**config.mk**
```make
export PLATFORM = sky130hd
export DESIGN_NAME = mpsp_controller
export DESIGN_NICKNAME = d
export VERILOG_FILES = /design/src/design/mpsp_pkg.sv /design/src/design/mpsp_controller.sv
export SDC_FILE = /design/constraint.sdc
export NUM_CORES = 1
export LEC_CHECK = 0
export BUFFER_PORTS_ARGS = -buffer_cell sky130_fd_sc_hd__buf_2
export CAP_MARGIN = 20
export CORE_ASPECT_RATIO = 1.2
export CORE_MARGIN = 4
export CORE_UTILIZATION = 47
export CTS_BUF_LIST = sky130_fd_sc_hd__clkbuf_8
export DETAILED_ROUTE_END_ITERATION = 6
export PLACE_DENSITY_LB_ADDON = 0.05
export SLEW_MARGIN = 30
export SYNTH_ARGS = -nofsm -noshare
export SYNTH_HDL_FRONTEND = slang
export SYNTH_SLANG_ARGS = --single-unit
```
**constraint.sdc**
```tcl
create_clock -name clock -period 1.8 [get_ports clock]
set_input_delay 0.18 -clock clock [delete_from_list [all_inputs] [get_ports clock]]
set_output_delay 0.18 -clock clock [all_outputs]
set_load 0.02 [all_outputs]
```
**src/design/mpsp_pkg.sv**
```systemverilog
// Package for the multichannel PCM sample player core.
// Holds command codes, register indexes, widths and the controller/datapath interface.
// No dependencies.
`default_nettype none
package mpsp_pkg;

   typedef enum logic [1:0] {
      CMD_WRITE    = 2'd0,
      CMD_READ     = 2'd1,
      CMD_TICK     = 2'd2,
      CMD_ROM_LOAD = 2'd3
   } cmd_type;

   localparam logic [2:0] CFG_DISCRETE   = 3'd0;
   localparam logic [2:0] CFG_BANK_SHIFT = 3'd1;
   localparam logic [2:0] CFG_BANK_MASK  = 3'd2;
   localparam logic [2:0] CFG_RATE_MUL   = 3'd3;
   localparam logic [2:0] CFG_RATE_DIV   = 3'd4;
   localparam logic [2:0] CFG_ROM_SIZE   = 3'd5;
   localparam logic [2:0] CFG_MIX_GAIN   = 3'd6;

   localparam logic KIND_READ   = 1'b0;
   localparam logic KIND_STEREO = 1'b1;

   localparam int CSR_W  = 21;
   localparam int REQ_W  = 80;
   localparam int RSP_W  = 40;
   localparam int DIVD_W = 40;
   localparam int ACC_W  = 24;

   typedef struct packed {
      logic latch_req;
      logic do_write;
      logic rom_load;
      logic rd_issue;
      logic rd_load;
      logic tick_init;
      logic voice_next;
      logic voice_stop;
      logic voice_reload;
      logic addr_calc;
      logic rom_rd_direct;
      logic rom_rd_mod;
      logic sample_zero;
      logic sample_load;
      logic div_start_mod;
      logic div_start_rate;
      logic mul_vol;
      logic mul_gain;
      logic acc_add;
      logic frac_sum;
      logic div_finish;
      logic wr_pos_lo;
      logic wr_pos_hi;
      logic tick_load;
   } ctl_cmd_type;

   typedef struct packed {
      logic voices_done;
      logic stopped;
      logic end_hit;
      logic stop_at_end;
      logic in_range;
      logic discrete;
      logic size_zero;
      logic div_done;
      logic div_busy;
      logic out_free;
   } ctl_stat_type;

endpackage
`default_nettype wire

```
**src/design/mpsp_controller.sv**
```systemverilog
// Controller state machine: sequences writes, reads, ROM loads and the per-voice tick walk.
// Depends on mpsp_pkg.
`default_nettype none
module mpsp_controller (
   input  wire logic                   clock,
   input  wire logic                   reset,
   input  wire logic                   req_tvalid,
   output logic                        req_tready,
   input  wire logic [1:0]             req_tuser,
   input  wire mpsp_pkg::ctl_stat_type stat,
   output mpsp_pkg::ctl_cmd_type       cmd
);
   import mpsp_pkg::*;

   typedef enum logic [4:0] {
      S_IDLE, S_WRITE, S_ROM, S_RD_ISSUE, S_RD_OUT, S_T_INIT, S_V_CHECK, S_V_ADDR,
      S_V_CMP, S_V_MOD, S_V_FETCH, S_V_MUL_VOL, S_V_MUL_GAIN, S_V_ACC, S_V_FRAC,
      S_V_DIV_START, S_V_DIV, S_V_WR_LO, S_V_WR_HI, S_T_OUT
   } state_type;

   state_type state_ff, state_in;

   always_comb begin
      cmd        = '0;
      state_in   = state_ff;
      req_tready = state_ff == S_IDLE;
      unique case (state_ff)
         S_IDLE: begin
            if (req_tvalid) begin
               cmd.latch_req = 1'b1;
               unique case (cmd_type'(req_tuser))
                  CMD_WRITE:    state_in = S_WRITE;
                  CMD_READ:     state_in = S_RD_ISSUE;
                  CMD_TICK:     state_in = S_T_INIT;
                  CMD_ROM_LOAD: state_in = S_ROM;
                  default:      state_in = S_IDLE;
               endcase
            end
         end
         S_WRITE: begin
            cmd.do_write = 1'b1;
            state_in     = S_IDLE;
         end
         S_ROM: begin
            cmd.rom_load = 1'b1;
            state_in     = S_IDLE;
         end
         S_RD_ISSUE: begin
            cmd.rd_issue = 1'b1;
            state_in     = S_RD_OUT;
         end
         S_RD_OUT: begin
            if (stat.out_free) begin
               cmd.rd_load = 1'b1;
               state_in    = S_IDLE;
            end
         end
         S_T_INIT: begin
            cmd.tick_init = 1'b1;
            state_in      = stat.size_zero ? S_T_OUT : S_V_CHECK;
         end
         S_V_CHECK: begin
            if (stat.voices_done) begin
               state_in = S_T_OUT;
            end else if (stat.stopped) begin
               cmd.voice_next = 1'b1;
            end else if (stat.end_hit && stat.stop_at_end) begin
               cmd.voice_stop = 1'b1;
               cmd.voice_next = 1'b1;
            end else begin
               cmd.voice_reload = stat.end_hit;
               state_in         = S_V_ADDR;
            end
         end
         S_V_ADDR: begin
            cmd.addr_calc = 1'b1;
            state_in      = S_V_CMP;
         end
         S_V_CMP: begin
            if (stat.in_range) begin
               cmd.rom_rd_direct = 1'b1;
               state_in          = S_V_FETCH;
            end else if (stat.discrete) begin
               cmd.sample_zero = 1'b1;
               state_in        = S_V_MUL_VOL;
            end else begin
               cmd.div_start_mod = 1'b1;
               state_in          = S_V_MOD;
            end
         end
         S_V_MOD: begin
            if (stat.div_done) begin
               cmd.rom_rd_mod = 1'b1;
               state_in       = S_V_FETCH;
            end
         end
         S_V_FETCH: begin
            cmd.sample_load = 1'b1;
            state_in        = S_V_MUL_VOL;
         end
         S_V_MUL_VOL: begin
            cmd.mul_vol = 1'b1;
            state_in    = S_V_MUL_GAIN;
         end
         S_V_MUL_GAIN: begin
            cmd.mul_gain = 1'b1;
            state_in     = S_V_ACC;
         end
         S_V_ACC: begin
            cmd.acc_add = 1'b1;
            state_in    = S_V_FRAC;
         end
         S_V_FRAC: begin
            cmd.frac_sum = 1'b1;
            state_in     = S_V_DIV_START;
         end
         S_V_DIV_START: begin
            cmd.div_start_rate = 1'b1;
            state_in           = S_V_DIV;
         end
         S_V_DIV: begin
            if (stat.div_done) begin
               cmd.div_finish = 1'b1;
               state_in       = S_V_WR_LO;
            end
         end
         S_V_WR_LO: begin
            cmd.wr_pos_lo = 1'b1;
            state_in      = S_V_WR_HI;
         end
         S_V_WR_HI: begin
            cmd.wr_pos_hi  = 1'b1;
            cmd.voice_next = 1'b1;
            state_in       = S_V_CHECK;
         end
         S_T_OUT: begin
            if (stat.out_free) begin
               cmd.tick_load = 1'b1;
               state_in      = S_IDLE;
            end
         end
         default: state_in = S_IDLE;
      endcase
   end

   always_ff @(posedge clock) begin
      if (reset) begin
         state_ff <= S_IDLE;
      end else begin
         state_ff <= state_in;
      end
   end
endmodule
`default_nettype wire

```
==> key figures, run 1 <==
Floorplanning
  • Ports: 40
  • Starting Density: 0.522
  • Total die area: 2390 sq um
  • Core box area: 1500 sq um
  • Row cnt: 15
  • Die Span X: 45.3 um
  • Chip Height: 52.7 um

Logic synthesis
  • Cells after Synth: 108
  • Yosys cell types: 40
  • Post-Syn Area: 783 sq um
  • Warnings from Yosys: 0
  • Commonest cells post-synth: nor2_1 (25), a21oi_1 (6), buf_2 (6), nand2_1 (6)
  • Synth area leaders: dfxtp_1 (13%), nor2_1 (12%), a2111oi_4 (7.0%)
  • Mapped Avg Cell Area: 7.25 sq um
  • Asr flop ratio synth: 0
  • #FFs+latches synth: 5
  • Most frequent cell after synthesis: nor2_1
  • Post-synthesis sequential area ratio: 0.128
  • Top_reg_cell synth: dfxtp_1
  • Post-synth EDFFs: 0
  • Yosys top cell area share: 0.128
  • Syn Nets: 123
  • Cell accounting for the most synthesized area: dfxtp_1

Worst setup path
  • CP max stage cell: or3_2
  • CP startpoint: state_ff[3]
  • Worst setup SP type: flip-flop
  • Crit Path Class: reg -> reg
  • Worst setup path endpoint: state_ff[0]
  • Required time of the critical path: 1890 ps
  • Highest net fanout along the worst path: 6
  • CP cell instances: or3_2 > nor3_4 > a21oi_1 > a311oi_1
  • Reg-to-reg slack, setup: -20 ps
  • CP Capture Type: flip-flop
  • R2R cell count: 4
  • Crit path arrival time: 1910 ps
  • Worst reg2reg endpoint: state_ff[0]
  • CP max stage delay: 550 ps
  • R2R Path Start: state_ff[3]

Routing
  • DRC viols: 0
  • DR pass1 iterations: 4
  • Post-Route WL: 2380 um
  • DRT antenna net count: 0
  • Initial DRC count: 27
  • Via density: 5.87
  • Routed vias: 981
  • DR WL/cell: 14.2 um

CTS
  • CTS Root Cell: clkbuf_8
  • Post-CTS Hold Buffers: 0
  • Later-pin clock latency in the skew report: 220 ps
  • CTS buffer count: 3
  • Sink Count: 5
  • Clock Path Buffers: 2
  • Worst-path clk slew: 40 ps
  • CTS tree: built
  • H-Tree Depth: 1

Run status
  • Failing checks: negative setup slack
  • Status: finished with violations

GRT
  • Vias in the first global route: 877
  • Global Route Usage Sum: 0.208
  • First-pass GRT wire length: 3710 um
  • Largest net degree at the start of global routing: 15
  • Initial antenna violation count: 0
  • Total gr overflow: 0

Power and ir drop
  • PwrDens: 1070 nW/um^2
  • Lkg Pwr: 0.499 nW
  • Peak supply drop: 584 uV

Placed design
  • Placed cell count: 162
  • Port-buffer cells: 38
  • Dpl hpwl: 1820 um
  • Placer Congestion: 0.844
  • Setup WS pre-CTS: 12.9 ps

STA
  • Max Clk Rate: 548 MHz
  • Setup TNS: -46.2 ps
  • Hold Vio Cnt, Final: 0
  • Final Cycle Share: 1.01
  • Clock Skew: 1.67 ps
  • Setup-failing EPs final: 2
  • Slew at the pin closest to its max-slew limit: 511 ps
  • Hold Slack: 180 ps
  • Unrepaired setup endpoints after global routing: yes
  • Slew HR: 0.659
  • Setup ws final: -23.4 ps
  • Max Slew Vio Count: 0
  • Crit path time final: 1820 ps

Final layout
  • # diodes: 0
  • Largest regs: state_ff x5
  • Post-Layout Cell Count: 167
  • # nets final: 166
  • Post-layout util: 0.748
  • Share of layout cells above drive strength 1: 0.453
  • Number of flip-flops in the largest register: 5
  • Biggest register: state_ff
  • Area Overhead vs Synth: 43.5%

Min path
  • Worst hold stages: 2
  • Min-delay worst type: in -> reg

Run
  • Maxcap violations: 0
layer usage:
| metal | track usage | part of all wire | up-vias | wire, um |
|---|---|---|---|---|
| met2 | 0.370 | 0.52 | 30 | 1250 |
| met1 | 0.232 | 0.39 | 457 | 933 |
| met5 | 0 | 0 | - | 0 |
| li1 | - | - | 488 | - |
| met3 | 0.0275 | 0.058 | 6 | 139 |
| met4 | 0.107 | 0.025 | 0 | 60 |
layout make-up:
| type | count | area [sq um] |
|---|---|---|
| multi-input cells | 92 | 658 |
| fillers | 126 | 378 |
| repair buffers | 47 | 279 |
| flip-flops and latches | 5 | 109 |
| clock buffers | 3 | 41.3 |
| well taps | 17 | 21.3 |
| inverters | 2 | 11.3 |
| clock inverters | 1 | 3.75 |
worst min-delay path by stage:
stage                     startpoint           to  slack, ps
after floorplan                reset  state_ff[0]        250
after global placement         reset  state_ff[0]        410
after detailed placement       reset  state_ff[1]        400
after CTS                      reset  state_ff[4]        180
after global routing           reset  state_ff[3]        200
final                          reset  state_ff[4]        180
critical path: cells and delay by family, from the launching register on:
family             cells  cell delay [ps]
and+or+nand+nor        2              820
DFF                    1              350
AOI/OAI and AO/OA      2              520
placed cells by master, fill, tap and decap left out, types with 2 or more instances in the layout:
cell,count
nor2_1,24
dfxtp_4,2
nand2b_1,3
and3_1,4
nand2_1,6
buf_6,3
a2111oi_4,2
a311oi_1,2
clkbuf_8,3
nor3_1,4
buf_2,34
nor4_1,2
and4b_1,2
dfxtp_1,2
nand3_1,2
inv_1,2
xor2_1,2
o21ai_0,2
nor3b_1,2
buf_4,10
a32oi_1,2
nand3b_1,4
a21oi_1,6
what timing repair did:
item,CTS,global route
gates resized for setup,5,16
setup buffers,1,0
pin swaps,2,3
endpoints found under the setup margin,6,8
power breakdown:
group          internal [mW]  switching (mW)
Clock                  0.146          0.0536
Combinational          0.329           0.489
Sequential             0.144          0.0452
per-stage QoR:
step           cell area (sq um)  power, mW
5_1_grt                     1120       1.28
3_3_place_gp                1010      0.925
2_1_floorplan                790      0.733
6_report                    1120       1.21
4_1_cts                     1070       1.17
3_5_place_dp                1010      0.939
kinds of logic after synthesis:
logic type      share of synthesized area
buf+inv                            0.0767
simple gates                        0.522
flops                               0.128
xor+xnor                           0.0224
mux                                0.0128
compound gates                      0.238
(Power assumes the default switching activity.)
==> inputs of run 2 (changes only) <==
--- a/config.mk
+++ b/config.mk
@@ -5,11 +5,12 @@
 export SDC_FILE = /design/constraint.sdc
 export NUM_CORES = 1
 export LEC_CHECK = 0
+export ABC_AREA = 1
 export BUFFER_PORTS_ARGS = -buffer_cell sky130_fd_sc_hd__buf_2
 export CAP_MARGIN = 20
 export CORE_ASPECT_RATIO = 1.2
 export CORE_MARGIN = 4
-export CORE_UTILIZATION = 47
+export CORE_UTILIZATION = 46
 export CTS_BUF_LIST = sky130_fd_sc_hd__clkbuf_8
 export DETAILED_ROUTE_END_ITERATION = 6
 export PLACE_DENSITY_LB_ADDON = 0.05
==> key figures, run 2 <==
Worst setup path
  • CP max stage cell: dfxtp_2
  • CP Capture Type: output pin
  • CP cell instances: nand3_4 > nor2_4 > nand2_1 > nor4_1 > buf_2
  • R2R Path Start: state_ff[0]
  • CP max stage delay: 480 ps (-70 ps)
  • R2R cell count: 8 (+4)
  • Crit Path Class: reg -> out
  • Crit path arrival time: 1450 ps (-460 ps)
  • CP startpoint: state_ff[2]
  • CP delay by family, top: simple AND/OR/NAND/NOR gates
  • Highest net fanout along the worst path: 8 (+2)
  • CP bufs+invs: 1 (+1)
  • Worst setup SP type: flip-flop
  • Required time of the critical path: 1620 ps (-270 ps)
  • Worst reg2reg endpoint: state_ff[2]
  • Reg-to-reg slack, setup: 290 ps (+310 ps)

Routing
  • Routed vias: 937 (-4.5%)
  • DRT antenna net count: 0 (unchanged)
  • DR pass1 iterations: 4 (unchanged)
  • Via density: 4.93 (-16%)
  • Post-Route WL: 2220 um (-6.6%)
  • Initial DRC count: 13 (-52%)
  • DR WL/cell: 11.7 um (-18%)
  • DRC viols: 0 (unchanged)

Min path
  • Worst hold stages: 2 (unchanged)
  • Min-delay worst type: in -> reg
  • Hold Startpoint: reset
  • Hold endpoint: state_ff[0]

Power and ir drop
  • Peak supply drop: 342 uV (-41%)
  • Lkg Pwr: 0.638 nW (+28%)
  • PwrDens: 1050 nW/um^2 (-2.1%)

CTS
  • Sink Count: 5 (unchanged)
  • Post-CTS Hold Buffers: 0 (unchanged)
  • Later-pin clock latency in the skew report: 220 ps (about the same)
  • CTS buffer count: 3 (unchanged)
  • Post-CTS Setup Inserts: 0 (-1)
  • Clock Path Buffers: 2 (unchanged)
  • H-Tree Depth: 1 (unchanged)
  • Worst-path clk slew: 40 ps (about the same)
  • CTS tree: built
  • CTS Root Cell: clkbuf_8

Logic synthesis
  • #FFs+latches synth: 5 (unchanged)
  • Mapped Avg Cell Area: 5.79 sq um (-20%)
  • Cells after Synth: 132 (+22%)
  • Asr flop ratio synth: 0 (unchanged)
  • Commonest cells post-synth: nor2_1 (26), inv_1 (23), nand2_1 (23)
  • Cell accounting for the most synthesized area: dfxtp_1
  • Synth area leaders: dfxtp_1 (13%), nor2_1 (13%), inv_1 (11%)
  • Post-Syn Area: 764 sq um (-2.4%)
  • Syn Nets: 147 (+20%)
  • Warnings from Yosys: 0 (unchanged)
  • Most frequent cell after synthesis: nor2_1
  • Top_reg_cell synth: dfxtp_1
  • Yosys cell types: 27 (-33%)
  • Post-synth EDFFs: 0 (unchanged)
  • Yosys top cell area share: 0.131 (+0.00314)
  • Post-synthesis sequential area ratio: 0.131 (+0.00314)

Final layout
  • Largest regs: state_ff x5
  • Commonest cells after routing, fill and taps aside: buf_2 (38), nor2_1 (26), inv_1 (24), nand2_1 (23), nand3_1 (6)
  • Share of layout cells above drive strength 1: 0.405 (-0.0487)
  • Fin area: 1020 sq um (-9.6%)
  • Area Overhead vs Synth: 32.9%
  • # diodes: 0 (unchanged)
  • Commonest non-fill, non-tap cell in the layout: buf_2
  • # nets final: 189 (+14%)
  • Number of flip-flops in the largest register: 5 (unchanged)
  • Biggest register: state_ff
  • Post-Layout Cell Count: 190 (+14%)

GRT
  • Global Route Usage Sum: 0.205 (-0.00305)
  • Vias in the first global route: 914 (+4.2%)
  • First-pass GRT wire length: 3680 um (-0.57%)
  • Largest net degree at the start of global routing: 10 (-5)
  • Initial antenna violation count: 0 (unchanged)
  • Total gr overflow: 0 (unchanged)

STA
  • Hold Vio Cnt, Final: 0 (unchanged)
  • Crit path time final: 1630 ps (-189 ps)
  • Setup TNS: 0 ps (+46.2 ps)
  • Slew HR: 0.747 (+0.0876)
  • Unrepaired setup endpoints after global routing: no
  • Setup-failing EPs final: 0 (-2)
  • Slew at the pin closest to its max-slew limit: 379 ps (-132 ps)
  • Final Cycle Share: 0.908 (-0.105)
  • Clock Skew: 3.88 ps (+2.21 ps)
  • Max Slew Vio Count: 0 (unchanged)
  • Max Clk Rate: 612 MHz (+12%)

Placed design
  • Dpl hpwl: 1820 um (+0.41%)
  • Port-buffer cells: 38 (unchanged)
  • Placer Congestion: 0.955 (+13%)
  • Post-Place Cell Area: 967 sq um (-4.1%)
  • Placed cell count: 186 (+15%)

Floorplanning
  • Starting Density: 0.509 (-0.0125)
  • Total die area: 2380 sq um (-0.23%)
  • Die Span X: 45.2 um (-0.11%)
  • Chip Height: 52.7 um (-0.12%)
  • Ports: 40 (unchanged)
  • Core box area: 1500 sq um (unchanged)
  • Row cnt: 15 (unchanged)

Run status
  • Status: completed

Run
  • Maxcap violations: 0 (unchanged)
-- run 2: routing by layer --
metal,share of wire,up-vias,GRT usage
met5,0,-,0
met4,0.024,0,0.0878
met3,0.064,6,0.0241
met1,0.45,393,0.267
met2,0.46,42,0.330
li1,-,496,-
-- run 2: logic make-up after synthesis --
family / share of synthesized area
buf+inv: 0.172
simple gates: 0.592
flops: 0.131
compound gates: 0.105
-- run 2: repair_timing --
action                                  4_1_cts  5_1_grt
gates resized for setup                       1        2
endpoints found under the setup margin        1        8
pin swaps                                     0        0
-- run 2: worst max-delay path by stage --
stage	endpoint	slack, ps	depth (start not counted)
final	cmd[15]	170	5
after global routing	cmd[15]	10	6
after CTS	cmd[15]	60	5
after detailed placement	state_ff[2]	220	9
after global placement	cmd[15]	260	5
after floorplan	cmd[15]	120	5
-- run 2: area by class of cell --
cell class | instances | area [sq um]
well taps | 17 | 21.3
multi-input cells | 96 | 533
repair buffers | 40 | 205
clock buffers | 3 | 41.3
flip-flops and latches | 5 | 104
inverters | 28 | 108
clock inverters | 1 | 3.75
fillers | 169 | 485
-- run 2: worst reg2reg max path, stage by stage (launching register included) --
cell and delay (ps):
dfxtp_1 380, nor2_2 360, nand3_2 150, nor2_2 140
inv_1 50, nand2_1 80, nor2_2 50, o21ai_0 140
nor2_1 50
-- run 2: metrics by stage --
stage | setup WS [ps] | hold WS [ps] | util | total power, mW
4_1_cts | 55.1 | 151 | 0.675 | 1.07
2_1_floorplan | 116 | 242 | - | 0.709
3_5_place_dp | 216 | 375 | 0.644 | 0.862
5_1_grt | 12.9 | 148 | 0.677 | 1.16
6_report | 165 | 153 | 0.677 | 1.07
3_3_place_gp | 257 | 374 | 0.644 | 0.856
-- run 2: where the power goes --
group	internal (mW)	leakage, nW	total [mW]	switching, mW
logic	0.217	0.569	0.651	0.434
clock network	0.146	0.0269	0.198	0.0517
registers	0.144	0.0423	0.220	0.0755
==> inputs of run 3 (changes only) <==
--- a/config.mk
+++ b/config.mk
@@ -8,9 +8,8 @@
 export ABC_AREA = 1
 export BUFFER_PORTS_ARGS = -buffer_cell sky130_fd_sc_hd__buf_2
 export CAP_MARGIN = 20
-export CORE_ASPECT_RATIO = 1.2
 export CORE_MARGIN = 4
-export CORE_UTILIZATION = 46
+export CORE_UTILIZATION = 50
 export CTS_BUF_LIST = sky130_fd_sc_hd__clkbuf_8
 export DETAILED_ROUTE_END_ITERATION = 6
 export PLACE_DENSITY_LB_ADDON = 0.05
==> constraint.sdc (replaced) <==
create_clock -name clock -period 2 [get_ports clock]
set_input_delay 0.2 -clock clock [delete_from_list [all_inputs] [get_ports clock]]
set_output_delay 0.2 -clock clock [all_outputs]
set_load 0.02 [all_outputs]
==> key figures, run 3 (same netlist as run 2, synthesis figures left out) <==
STA
  • Setup-failing EPs final: 0 (unchanged)
  • Hold Vio Cnt, Final: 0 (unchanged)
  • Crit path time final: 1710 ps
  • Setup ws final: 287 ps (+122 ps)
  • Unrepaired setup endpoints after global routing: no
  • Setup TNS: 0 ps (unchanged)
  • Slew at the pin closest to its max-slew limit: 397 ps (+17.8 ps)
  • Final Cycle Share: 0.856
  • Slew HR: 0.735 (-0.0119)
  • Clock Skew: 0.816 ps (-3.06 ps)
  • Max Slew Vio Count: 0 (unchanged)
  • Max Clk Rate: 584 MHz

Worst setup path
  • Crit path arrival time: 1510 ps (+60 ps)
  • Worst setup SP type: flip-flop
  • CP Capture Type: output pin
  • Reg-to-reg slack, setup: 440 ps (+150 ps)
  • CP cell instances: nand2_4 > nor2_4 > inv_1 > nor4_1 > buf_2
  • CP max stage delay: 540 ps (+60 ps)
  • Required time of the critical path: 1800 ps (+180 ps)
  • Highest net fanout along the worst path: 7 (-1)
  • Crit Path Class: reg -> out
  • CP max stage cell: dfxtp_1

Routing
  • DR pass1 iterations: 4 (unchanged)
  • Post-Route WL: 2130 um (-4.0%)
  • DRC viols: 0 (unchanged)
  • DRT antenna net count: 0 (unchanged)
  • Initial DRC count: 53 (+40)
  • Routed vias: 979 (+4.5%)
  • DR WL/cell: 11.4 um (-2.4%)
  • Via density: 5.24 (+6.2%)

Placed design
  • Dpl hpwl: 1740 um (-4.8%)
  • Setup WS pre-CTS: 405 ps (+189 ps)
  • Placed cell count: 183 (-1.6%)
  • Placer Congestion: 0.864 (-9.5%)
  • Port-buffer cells: 38 (unchanged)

Final layout
  • # diodes: 0 (unchanged)
  • Post-Layout Cell Count: 187 (-1.6%)
  • Flip-flop and latch area: 101 sq um (-2.4%)
  • Commonest cells after routing, fill and taps aside: buf_2 (38), nor2_1 (26), inv_1 (24), nand2_1 (23), nand3_1 (6)
  • # nets final: 188 (-0.53%)
  • Area Overhead vs Synth: 31.3%
  • Biggest register: state_ff
  • Largest regs: state_ff x5
  • Number of flip-flops in the largest register: 5 (unchanged)
  • Fill cell count: 128 (-24%)
  • Commonest non-fill, non-tap cell in the layout: buf_2
  • Multi-input gate area: 533 sq um (unchanged)
  • Share of layout cells above drive strength 1: 0.390 (-0.0151)

GRT
  • Vias in the first global route: 819 (-10%)
  • Initial antenna violation count: 0 (unchanged)
  • Global Route Usage Sum: 0.210 (+0.00495)
  • Total gr overflow: 0 (unchanged)
  • First-pass GRT wire length: 3410 um (-7.5%)
  • Largest net degree at the start of global routing: 11 (+1)

Floorplanning
  • Die Span X: 47.1 um (+4.2%)
  • Core box area: 1370 sq um (-9.0%)
  • Chip Height: 47.1 um (-11%)
  • Row cnt: 13 (-2)
  • Starting Density: 0.560 (+0.0504)
  • Ports: 40 (unchanged)
  • Total die area: 2220 sq um (-6.8%)

CTS
  • Sink Count: 5 (unchanged)
  • Later-pin clock latency in the skew report: 220 ps (about the same)
  • CTS tree: built
  • Post-CTS Hold Buffers: 0 (unchanged)
  • Clock Path Buffers: 2 (unchanged)
  • H-Tree Depth: 1 (unchanged)
  • CTS buffer count: 3 (unchanged)
  • Worst-path clk slew: 40 ps (about the same)
  • CTS Root Cell: clkbuf_8

Run status
  • Status: completed

Power and ir drop
  • Lkg Pwr: 0.632 nW (-0.95%)
  • PwrDens: 955 nW/um^2 (-9.2%)
  • Peak supply drop: 755 uV (+120%)

Min path
  • Min-delay worst type: in -> reg

Run
  • Maxcap violations: 0 (unchanged)
-- run 3: cell count changes in the layout (fill, tap and decap cells not counted) --
cell     before  now
dfxtp_1       2    4
dfxtp_2       3    1
buf_4         2    1
-- run 3: per-stage QoR --
step | instance area, sq um | power, mW | util | hold WS [ps]
after floorplan | 764 | 0.638 | - | 262
after global placement | 957 | 0.759 | 0.701 | 401
after detailed placement | 957 | 0.768 | 0.701 | 402
after CTS | 1000 | 0.958 | 0.734 | 173
after global routing | 1000 | 1.04 | 0.734 | 179
final | 1000 | 0.959 | 0.734 | 178
-- run 3: per-layer routing --
layer  track usage  share of wire  vias to the layer above
li1              -              -                      498
met1         0.270           0.40                      426
met2         0.347           0.48                       53
met3        0.0651           0.12                        2
met4        0.0387         0.0037                        0
met5             0              0                        -
-- run 3: power by group --
part / switching, mW / internal [mW]
sequential: 0.0605 / 0.128
clock: 0.0503 / 0.132
combinational: 0.399 / 0.189
total: 0.510 / 0.449
-- run 3: critical path, delay by kind of cell, from the launching register on --
kind / cells / cell delay [ps]
buffers and inverters: 2 / 300
DFF: 1 / 540
and+or+nand+nor: 3 / 450
-- run 3: final cells by class --
| class | instances | area share |
|---|---|---|
| Clock buffer | 3 | 0.0411 |
| Tap cell | 15 | 0.0187 |
| Timing Repair Buffer | 39 | 0.197 |
| Clock inverter | 1 | 0.00374 |
| Sequential cell | 5 | 0.101 |
| Inverter | 28 | 0.107 |
| Multi-Input combinational cell | 96 | 0.531 |
-- run 3: final timing paths --
kind / startpoint / end / depth (start not counted)
worst max-delay path: state_ff[3] / cmd[13] / 5
worst min register to register: state_ff[0] / state_ff[0] / 2
worst min-delay path: reset / state_ff[0] / 2
worst max register to register: state_ff[1] / state_ff[2] / 9
-- run 3: repair_timing --
item                       in CTS  in global routing
resized for setup               0                  1
setup endpoints to repair       0                  1
setup buffers                   0                  0
